## config.mk

```make
export PLATFORM = sky130hd
export DESIGN_NAME = csv_field_tokenizer
export DESIGN_NICKNAME = d
export VERILOG_FILES = /design/src/hw/rtl/csvt_pkg.sv /design/src/hw/rtl/csvt_parser.sv /design/src/hw/rtl/csv_field_tokenizer.sv
export VERILOG_INCLUDE_DIRS = /design/src /design/src/hw/rtl
export SDC_FILE = /design/constraint.sdc
export NUM_CORES = 1
export LEC_CHECK = 0
export BUFFER_PORTS_ARGS = -buffer_cell sky130_fd_sc_hd__buf_2
export CORE_MARGIN = 5
export CORE_UTILIZATION = 55
export CTS_BUF_LIST = sky130_fd_sc_hd__clkbuf_4
export CTS_CLUSTER_DIAMETER = 120
export DETAILED_ROUTE_END_ITERATION = 8
export GPL_TIMING_DRIVEN = 1
export HOLD_SLACK_MARGIN = 0.05
export PLACE_DENSITY = 0.8
export SLEW_MARGIN = 0
export SYNTH_ARGS = -nofsm -noshare
export SYNTH_HDL_FRONTEND = slang
export SYNTH_SLANG_ARGS = --single-unit
```

## constraint.sdc

```tcl
create_clock -name clk -period 3 [get_ports clk]
set_clock_uncertainty 0.1 [all_clocks]
set_input_delay 0.3 -clock clk [delete_from_list [all_inputs] [get_ports clk]]
set_output_delay 0.3 -clock clk [all_outputs]
set_load 0.03 [all_outputs]
```

## src/hw/rtl/csv_field_tokenizer_defines.svh

```systemverilog
// ---------------------------------------------------------------------------
// csv_field_tokenizer assertion macros
// Shared immediate-consequence and next-cycle property forms on clk / rst_n.
// ---------------------------------------------------------------------------
`ifndef CSV_FIELD_TOKENIZER_DEFINES_SVH
`define CSV_FIELD_TOKENIZER_DEFINES_SVH

// same-cycle implication
`define CSVT_ASSERT_NOW(lbl, ante, cons, msg) \
  lbl: assert property (@(posedge clk) disable iff (!rst_n) (ante) |-> (cons)) \
    else $error(msg);

// next-cycle implication
`define CSVT_ASSERT_NEXT(lbl, ante, cons, msg) \
  lbl: assert property (@(posedge clk) disable iff (!rst_n) (ante) |=> (cons)) \
    else $error(msg);

`endif

```

## src/hw/rtl/csvt_pkg.sv

```systemverilog
// ---------------------------------------------------------------------------
// csvt_pkg
// Character codes and the per-transfer result record of the CSV tokenizer.
// ---------------------------------------------------------------------------
package csvt_pkg;

  localparam int unsigned BYTE_W = 8;

  localparam logic [BYTE_W-1:0] CH_COMMA = 8'h2C;
  localparam logic [BYTE_W-1:0] CH_QUOTE = 8'h22;
  localparam logic [BYTE_W-1:0] CH_SPACE = 8'h20;
  localparam logic [BYTE_W-1:0] CH_TAB   = 8'h09;

  typedef struct packed {
    logic              has_result;
    logic [BYTE_W-1:0] out_byte;
    logic              byte_valid;
    logic              field_end;
    logic              record_end;
    logic              stray;
  } csvt_res_t;

endpackage

```

## src/hw/rtl/csvt_parser.sv

```systemverilog
// ---------------------------------------------------------------------------
// csvt_parser
// Quote-aware field parse state and the result decode for one character.
// ---------------------------------------------------------------------------
module csvt_parser (
  input  logic                           clk,
  input  logic                           rst_n,
  input  logic                           step_en,
  input  logic [csvt_pkg::BYTE_W-1:0]    in_byte,
  input  logic                           line_end,
  output csvt_pkg::csvt_res_t            res
);

  typedef enum logic [2:0] {
    ST_START  = 3'd0,
    ST_BARE   = 3'd1,
    ST_QUOTED = 3'd2,
    ST_QSEEN  = 3'd3,
    ST_AFTER  = 3'd4
  } state_t;

  state_t state_r;
  state_t state_nxt;

  always_comb begin
    state_nxt = state_r;
    res       = '0;
    if (line_end) begin
      state_nxt      = ST_START;
      res.has_result = 1'b1;
      res.field_end  = 1'b1;
      res.record_end = 1'b1;
    end else begin
      case (state_r)
        ST_BARE: begin
          if (in_byte == csvt_pkg::CH_COMMA) begin
            state_nxt      = ST_START;
            res.has_result = 1'b1;
            res.field_end  = 1'b1;
          end else begin
            res.has_result = 1'b1;
            res.byte_valid = 1'b1;
            res.out_byte   = in_byte;
          end
        end
        ST_QUOTED: begin
          if (in_byte == csvt_pkg::CH_QUOTE) begin
            state_nxt = ST_QSEEN;
          end else begin
            res.has_result = 1'b1;
            res.byte_valid = 1'b1;
            res.out_byte   = in_byte;
          end
        end
        ST_QSEEN: begin
          if (in_byte == csvt_pkg::CH_QUOTE) begin
            state_nxt      = ST_QUOTED;
            res.has_result = 1'b1;
            res.byte_valid = 1'b1;
            res.out_byte   = in_byte;
          end else if (in_byte == csvt_pkg::CH_COMMA) begin
            state_nxt      = ST_START;
            res.has_result = 1'b1;
            res.field_end  = 1'b1;
          end else begin
            state_nxt      = ST_AFTER;
            res.has_result = 1'b1;
            res.stray      = 1'b1;
          end
        end
        ST_AFTER: begin
          res.has_result = 1'b1;
          if (in_byte == csvt_pkg::CH_COMMA) begin
            state_nxt     = ST_START;
            res.field_end = 1'b1;
          end else begin
            res.stray = 1'b1;
          end
        end
        default: begin
          if (in_byte inside {csvt_pkg::CH_SPACE, csvt_pkg::CH_TAB}) begin
            state_nxt = ST_START;
          end else if (in_byte == csvt_pkg::CH_QUOTE) begin
            state_nxt = ST_QUOTED;
          end else if (in_byte == csvt_pkg::CH_COMMA) begin
            state_nxt      = ST_START;
            res.has_result = 1'b1;
            res.field_end  = 1'b1;
          end else begin
            state_nxt      = ST_BARE;
            res.has_result = 1'b1;
            res.byte_valid = 1'b1;
            res.out_byte   = in_byte;
          end
        end
      endcase
    end
  end

  always_ff @(posedge clk) begin
    if (!rst_n) begin
      state_r <= ST_START;
    end else if (step_en) begin
      state_r <= state_nxt;
    end
  end

endmodule

```

## src/hw/rtl/csv_field_tokenizer.sv

```systemverilog
// ---------------------------------------------------------------------------
// csv_field_tokenizer
// Splits a line byte stream into comma-separated, quote-aware fields.
// ---------------------------------------------------------------------------
// Input channel: one transfer per line character, in_tdata[7:0] the byte;
// in_tlast high marks end of line (the byte is then ignored).
// Output channel: at most one transfer per input transfer. out_tdata is the
// field byte (zero unless byte_valid), out_tuser = {stray, field_end,
// byte_valid}, out_tlast = record_end. Skipped blanks, opening and closing
// quotes give no output transfer.
// Path: each input transfer is captured in the input register, then its result
// in the result register together with the parse state update.
// Throughput: one character per clock, sustained while out_tready is high;
// the combinational parse step between the two registers sets this rate.
// Reset: synchronous rst_n clears both valid flags and returns the parse
// state to field start.
// Stall: with out_tready low and a result pending, the result register holds,
// the input register fills, and in_tready drops until the result transfer completes.
// ---------------------------------------------------------------------------
`include "csv_field_tokenizer_defines.svh"

module csv_field_tokenizer (
  input  logic                        clk,
  input  logic                        rst_n,
  input  logic                        in_tvalid,
  output logic                        in_tready,
  input  logic [csvt_pkg::BYTE_W-1:0] in_tdata,   // [7:0] in_byte
  input  logic                        in_tlast,   // line_end
  output logic                        out_tvalid,
  input  logic                        out_tready,
  output logic [csvt_pkg::BYTE_W-1:0] out_tdata,  // [7:0] out_byte
  output logic [2:0]                  out_tuser,  // [0] byte_valid [1] field_end [2] stray
  output logic                        out_tlast   // record_end
);

  logic                        s1_valid_r;
  logic [csvt_pkg::BYTE_W-1:0] s1_byte_r;
  logic                        s1_last_r;
  logic                        out_valid_r;
  csvt_pkg::csvt_res_t         res_r;
  csvt_pkg::csvt_res_t         res_nxt;
  logic                        adv;

  assign adv       = s1_valid_r && (!out_valid_r || out_tready);
  assign in_tready = !s1_valid_r || adv;

  csvt_parser u_parser (
    .clk      (clk),
    .rst_n    (rst_n),
    .step_en  (adv),
    .in_byte  (s1_byte_r),
    .line_end (s1_last_r),
    .res      (res_nxt)
  );

  always_ff @(posedge clk) begin
    if (!rst_n) begin
      s1_valid_r  <= 1'b0;
      out_valid_r <= 1'b0;
    end else begin
      if (in_tready) begin
        s1_valid_r <= in_tvalid;
      end
      if (adv) begin
        out_valid_r <= res_nxt.has_result;
      end else if (out_tready) begin
        out_valid_r <= 1'b0;
      end
    end
  end

  always_ff @(posedge clk) begin
    if (in_tvalid && in_tready) begin
      s1_byte_r <= in_tdata;
      s1_last_r <= in_tlast;
    end
    if (adv) begin
      res_r <= res_nxt;
    end
  end

  assign out_tvalid = out_valid_r;
  assign out_tdata  = res_r.out_byte;
  assign out_tuser  = {res_r.stray, res_r.field_end, res_r.byte_valid};
  assign out_tlast  = res_r.record_end;

  `CSVT_ASSERT_NOW(a_one_kind, out_valid_r, $onehot(out_tuser), "result must carry exactly one kind")
  `CSVT_ASSERT_NOW(a_rec_has_field, out_valid_r && out_tlast, out_tuser[1], "record end without field end")
  `CSVT_ASSERT_NOW(a_byte_zero, out_valid_r && !out_tuser[0], out_tdata == '0, "non-byte result carries data")
  `CSVT_ASSERT_NOW(a_stall_full, !in_tready, s1_valid_r && out_valid_r && !out_tready, "input stalled without cause")
  `CSVT_ASSERT_NEXT(a_eol_result, adv && s1_last_r, out_valid_r && out_tlast, "end of line lost its record end")

endmodule
```

==> flow_summary.ini, run 1 <==
[worst_setup_path]
path_type_of_the_worst_setup_path = reg -> reg
rr_endpoint = out_tdata[5]
ff2ff_setup_slack_ns = 0.91
crit_fanout = 13
timing.critical_path.slowest_stage_cell = sky130_fd_sc_hd__edfxtp_1
worst-r2r-cell-count = 6
setup.worst_path.start_class = flop
crit_path_max_incr_delay_ns = 0.48
timing.critical_path.from = s1_byte_r[7]
cp_data_arrival_time_ns = 2.07
timing.rr.start = s1_byte_r[7]
critPathCaptureType = flop
crit_path_cell_trace = nor4b_4, buf_4, or2b_2, o32a_1, nand2_1, a211oi_2
timing.critical_path.required_ns = 2.98

[timing]
report.final.hold_viol_count = 0
finalCriticalPeriod_ns = 2.089
maxSlewViolCount = 0
setup-violations-final = 0
slew_headroom_pct = 68.05
achievable-frequency_mhz = 478.6
unrepaired_setup_endpoints_after_global_routing = false
setup_tns_final_ns = 0
hold_ws_ns = 0.1178
finalCritPeriodShare_pct = 69.65
post-route-worst-setup-slack_ns = 0.9106
worstMarginPinSlew_ns = 0.4787

[clock_tree]
worstSkewPairLatency_ns = 0.32
cts_buffer_depth = 2
cts.reportedPaths.clkPinSlew_ns = 0.13
inserted_clock_buffers = 3
cts.root.buffer_cell = sky130_fd_sc_hd__clkbuf_4
tritoncts = yes
cts_setup_buffers = 0
numClockSinks = 26
ctsHtreeMaxLevel = 1

[synthesis]
synth_area_leaders = sky130_fd_sc_hd__edfxtp_1 46%, sky130_fd_sc_hd__dfxtp_1 7.2%, sky130_fd_sc_hd__nor4b_4 3.4%, sky130_fd_sc_hd__nand2_1 3.3%, sky130_fd_sc_hd__a21oi_1 2.9%
synthDistinctLibCells = 42
yosys_warnings = 0
synth.avg_cell_area_sq_um = 11.15
postSynthRegisterBits = 26
yosysSeqAreaShare_pct = 52.85
async_flop_share_pct = 0
post_synth_inst_count = 124
synth_top_flop_cell = sky130_fd_sc_hd__edfxtp_1
synth_top_area_cell = sky130_fd_sc_hd__edfxtp_1
netlist_area_sq_mm = 0.001383
synth_fp_nets = 137
synth_enable_flop_cells = 21
synth_top_area_share_pct = 45.61

[placement]
placement.io_buffers = 26
place.detailed.hpwl_um = 2148
gp_congestion = 0.8957
dp_worst_setup_slack_ns = 0.9460

[global_routing]
grt_usage_pct = 19.69
largest_net_degree_at_the_start_of_global_routing = 17
antenna_violations_before_repair = 0
grt_overflow = 0
grt_pass1_wl_um = 5230
grt_pass1_vias = 1079

[die]
die_area_sq_mm = 0.003616
floorplan.rows = 18
num_io_pins = 27
chipWidth_um = 60.14
fp.dieH_um = 60.14
coreArea_sq_mm = 0.002432
floorplan.initialDensity_pct = 56.84

[worst_hold_path]
hold_path_class = in -> reg
capture_endpoint_of_the_worst_hold_path = s1_valid_r
timing.hold.worst_path_depth = 3
min_from = in_tvalid

[run]
drv_cap = 0

[route]
drtPass1Iterations = 4
antenna_violating_nets_post_route = 0
via_per_inst = 6.189
drt-wirelength-per-cell_um = 16.32
dr.first_iter.drc_count = 50
via_count = 1176
drc_errors = 0
wl_um = 3101

[layout]
leading_cell_types_in_the_layout_fill_and_taps_excluded = 26 x sky130_fd_sc_hd__buf_2, 21 x sky130_fd_sc_hd__edfxtp_1, 12 x sky130_fd_sc_hd__nand2_1
diodes = 0
area_growth_pct = 19.19
mostFrequentLayoutCell = sky130_fd_sc_hd__buf_2
final_layout_size_suffix_gt1_share_pct = 25.00
num-nets-final = 174

[power]
power_per_cell_area_mw_per_mm2 = 405.3
vdd.ir_drop.worst_mv = 0.3973
power.leakage_nw = 0.6023

[run_status]
run_status = finished, final reports clean
==> worst max-delay path, delay by kind of cell, from the launching register on <==
kind                   cells  cell delay (ns)
AO/OA/AOI/OAI              2             0.38
buffers and inverters      1             0.22
flip-flops                 1             0.48
AND/OR/NAND/NOR            3             0.67
==> kinds of logic after synthesis <==
| logic type | count (synthesis) | share of synthesized area, % |
|---|---|---|
| AOI/OAI and AO/OA | 32 | 16.83 |
| xor gates and xnor gates | 1 | 0.6336 |
| adders and majority gates | 1 | 0.7240 |
| buffers and inverters | 10 | 4.072 |
| DFF | 26 | 52.85 |
| muxes | 1 | 0.7240 |
| and+or+nand+nor | 53 | 24.16 |
==> worst max-delay path by stage <==
stage | cells after the start | to | slack [ns]
floorplan | 5 | u_parser.state_r[0] | 1.01
global placement | 6 | out_tdata[5] | 0.96
detailed placement | 6 | out_tuser[0] | 0.95
CTS | 6 | out_tuser[0] | 0.93
global route | 6 | out_tuser[0] | 0.78
finish | 6 | out_tdata[5] | 0.91
==> state kept, by name, summed over array words and instances, names as in the netlist <==
name and cells:
out_tdata 8, s1_byte_r 8, out_tuser 3, u_parser.state_r 3, out_tlast 1, out_tvalid 1, s1_last_r 1, s1_valid_r 1
==> area by class of cell <==
class	instances	area, sq um
Timing Repair Buffer	38	242.7
Tap cell	30	37.54
Sequential cell	26	730.7
Multi-Input combinational cell	88	595.6
Clock buffer	3	22.52
Clock inverter	1	3.754
Fill cell	195	784.5
Inverter	4	15.01
==> repair_timing <==
action	CTS	global route
gates resized for setup	0	0
hold buffers	9	0
endpoints found under the hold margin	9	0
==> layer usage <==
metal  track usage [%]  vias to the layer above  wire length, um
li1                  -                      546                -
met1             24.63                      546             1184
met2             33.33                       73             1579
met3             3.024                       11              252
met4             8.544                        0               84
met5                 0                        -                0
==> cell usage after synthesis (2+ instances only) <==
| cell | number |
|---|---|
| sky130_fd_sc_hd__inv_1 | 4 |
| sky130_fd_sc_hd__nand3_1 | 4 |
| sky130_fd_sc_hd__edfxtp_1 | 21 |
| sky130_fd_sc_hd__nor3b_1 | 4 |
| sky130_fd_sc_hd__dfxtp_1 | 5 |
| sky130_fd_sc_hd__buf_4 | 2 |
| sky130_fd_sc_hd__nor2_1 | 6 |
| sky130_fd_sc_hd__nor4b_4 | 2 |
| sky130_fd_sc_hd__or3_1 | 2 |
| sky130_fd_sc_hd__clkbuf_1 | 2 |
| sky130_fd_sc_hd__a32o_1 | 2 |
| sky130_fd_sc_hd__nand3b_1 | 3 |
| sky130_fd_sc_hd__o32ai_1 | 2 |
| sky130_fd_sc_hd__nand2_1 | 12 |
| sky130_fd_sc_hd__o21ai_0 | 4 |
| sky130_fd_sc_hd__and2_1 | 5 |
| sky130_fd_sc_hd__nor3_1 | 6 |
| sky130_fd_sc_hd__a31oi_1 | 5 |
| sky130_fd_sc_hd__nor2b_1 | 3 |
| sky130_fd_sc_hd__a21oi_1 | 8 |
==> through the flow <==
step                      instance area, sq um  total power, mW  utilization (%)  std cells
after global placement                    1531           0.5120            62.96        177
after detailed placement                  1531           0.5151            62.96        177
final                                     1648           0.6679            67.75        190
after global routing                      1648           0.6969            67.75        190
after floorplan                           1383           0.4876                -        124
after CTS                                 1648           0.6709            67.75        190
==> where the power goes <==
part           internal, mW  switching, mW
combinational        0.0389         0.0507
sequential            0.410         0.0178
clock                0.0489          0.102
total                 0.497          0.170
Note: power is estimated with default switching activity, not from simulation.
==> run 2, diff against run 1 <==
- clock period: 3 -> 2.09 ns (I/O delays scaled with it)
==> run 2 against run 1 <==
Effect of this change: non-clock buffer count increased by 5; flip-flop and latch count unchanged; combinational power grew 52%; routed wire length rose by 6.3%; cell count up 2.6%; core utilization rose by 2.9 points; hold slack worse by 0.042 ns; largest power group unchanged; critical path depth stayed put; register-to-register slack got worse by 0.83 ns; global-route usage up 0.32 points.
==> flow_summary.ini, run 2 (synthesis gave the netlist of run 1 again) <==
[die]
coreArea_sq_mm = 0.002432
floorplan.rows = 18
die_area_sq_mm = 0.003616
fp.dieH_um = 60.14
floorplan.initialDensity_pct = 56.84
num_io_pins = 27
chipWidth_um = 60.14

[route]
dr.first_iter.drc_count = 85
drtPass1Iterations = 4
drc_errors = 0
wl_um = 3297
antenna_violating_nets_post_route = 0
via_per_inst = 5.969
drt-wirelength-per-cell_um = 16.91
via_count = 1164

[clock_tree]
cts.reportedPaths.clkPinSlew_ns = 0.15
inserted_clock_buffers = 3
tritoncts = yes
cts_buffer_depth = 2
ctsHtreeMaxLevel = 1
worstSkewPairLatency_ns = 0.33
cts.root.buffer_cell = sky130_fd_sc_hd__clkbuf_4
numClockSinks = 26

[placement]
place.detailed.hpwl_um = 2285
gp_congestion = 0.9140
placement.io_buffers = 26

[power]
power.leakage_nw = 0.6409
power_per_cell_area_mw_per_mm2 = 640.4
vdd.ir_drop.worst_mv = 0.5522

[layout]
diodes = 0
mostFrequentLayoutCell = sky130_fd_sc_hd__buf_2
num-nets-final = 179
leading_cell_types_in_the_layout_fill_and_taps_excluded = 26 x sky130_fd_sc_hd__buf_2, 21 x sky130_fd_sc_hd__edfxtp_1, 12 x sky130_fd_sc_hd__nand2_1
final_layout_size_suffix_gt1_share_pct = 27.27
layout.core_utilization_pct = 70.63
area_growth_pct = 24.25

[global_routing]
antenna_violations_before_repair = 0
top_usage_layer = met2
grtUsageMet3_pct = 3.024
groute.layer.met2.usage_pct = 34.41
grt_pass1_vias = 1134
grt_pass1_wl_um = 5285
largest_net_degree_at_the_start_of_global_routing = 16
groute.layer.met1.usage_pct = 24.93
grt_usage_pct = 20.01
grt_overflow = 0

[worst_setup_path]
timing.critical_path.required_ns = 2.17
timing.rr.start = s1_byte_r[4]
cp_data_arrival_time_ns = 2.09
crit_fanout = 12
path_type_of_the_worst_setup_path = reg -> reg
setup.worst_path.start_class = flop
timing.critical_path.from = s1_byte_r[4]
ff2ff_setup_slack_ns = 0.08
critPathCaptureType = flop

[timing]
setup_tns_final_ns = 0
unrepaired_setup_endpoints_after_global_routing = false
worstMarginPinSlew_ns = 0.4601
finalCriticalPeriod_ns = 2.008
finalCritPeriodShare_pct = 96.10
slew_headroom_pct = 69.26
setup-violations-final = 0
report.final.hold_viol_count = 0
achievable-frequency_mhz = 497.9
maxSlewViolCount = 0

[worst_hold_path]
min_from = rst_n
hold_path_class = in -> reg

[run_status]
run_status = finished, final reports clean

[run]
drv_cap = 0
-- run 2: worst paths after layout --
kind,endpoint,cells past startpoint
setup / recovery,out_tdata[5],6
hold / removal,s1_valid_r,2
setup reg to reg,out_tdata[5],6
hold reg to reg,s1_valid_r,2
-- run 2: timing repair --
action	in CTS	in global routing
resized for setup	0	1
hold buffers	10	0
setup buffers	0	0
hold endpoints to repair	10	0
endpoints found under the setup margin	0	1
-- run 2: layout make-up --
type / instances / area (sq um)
clock buffer: 3 / 22.52
clock inverter: 1 / 30.03
fill: 175 / 714.4
inverter: 4 / 15.01
multi-input combinational: 88 / 595.6
sequential: 26 / 730.7
tap: 30 / 37.54
timing repair buffer: 43 / 286.5
-- run 2: worst max-delay path: stages (launching register included) --
cell,delay [ns]
sky130_fd_sc_hd__edfxtp_1,0.48
sky130_fd_sc_hd__nor4b_4,0.33
sky130_fd_sc_hd__buf_6,0.19
sky130_fd_sc_hd__a21oi_2,0.07
sky130_fd_sc_hd__a311oi_2,0.31
sky130_fd_sc_hd__nand2_1,0.14
sky130_fd_sc_hd__a211oi_2,0.23
-- run 2: power by group --
| part | total [mW] | leakage, nW | internal (mW) | switching, mW |
|---|---|---|---|---|
| combinational | 0.136 | 0.371 | 0.0593 | 0.0769 |
| clock | 0.353 | 0.0279 | 0.194 | 0.159 |
| sequential | 0.611 | 0.242 | 0.588 | 0.0231 |
-- run 2: through the flow --
step           area (sq um)  worst slack, ns  hold slack (ns)  instances  total power [mW]
3_3_place_gp           1562           0.1542           0.2865        181            0.7378
6_report               1718          0.08151          0.07606        195             1.100
3_5_place_dp           1562           0.1251           0.2875        181            0.7427
5_1_grt                1718         0.004284          0.06901        195             1.137
2_1_floorplan          1383          0.09662           0.2079        124            0.7000
4_1_cts                1714          0.07485          0.07177        195             1.101
-- run 2: layer usage --
| layer | routed length, um | vias up |
|---|---|---|
| met4 | 40 | 0 |
| met2 | 1690 | 67 |
| li1 | - | 561 |
| met1 | 1295 | 529 |
| met5 | 0 | - |
| met3 | 270 | 7 |
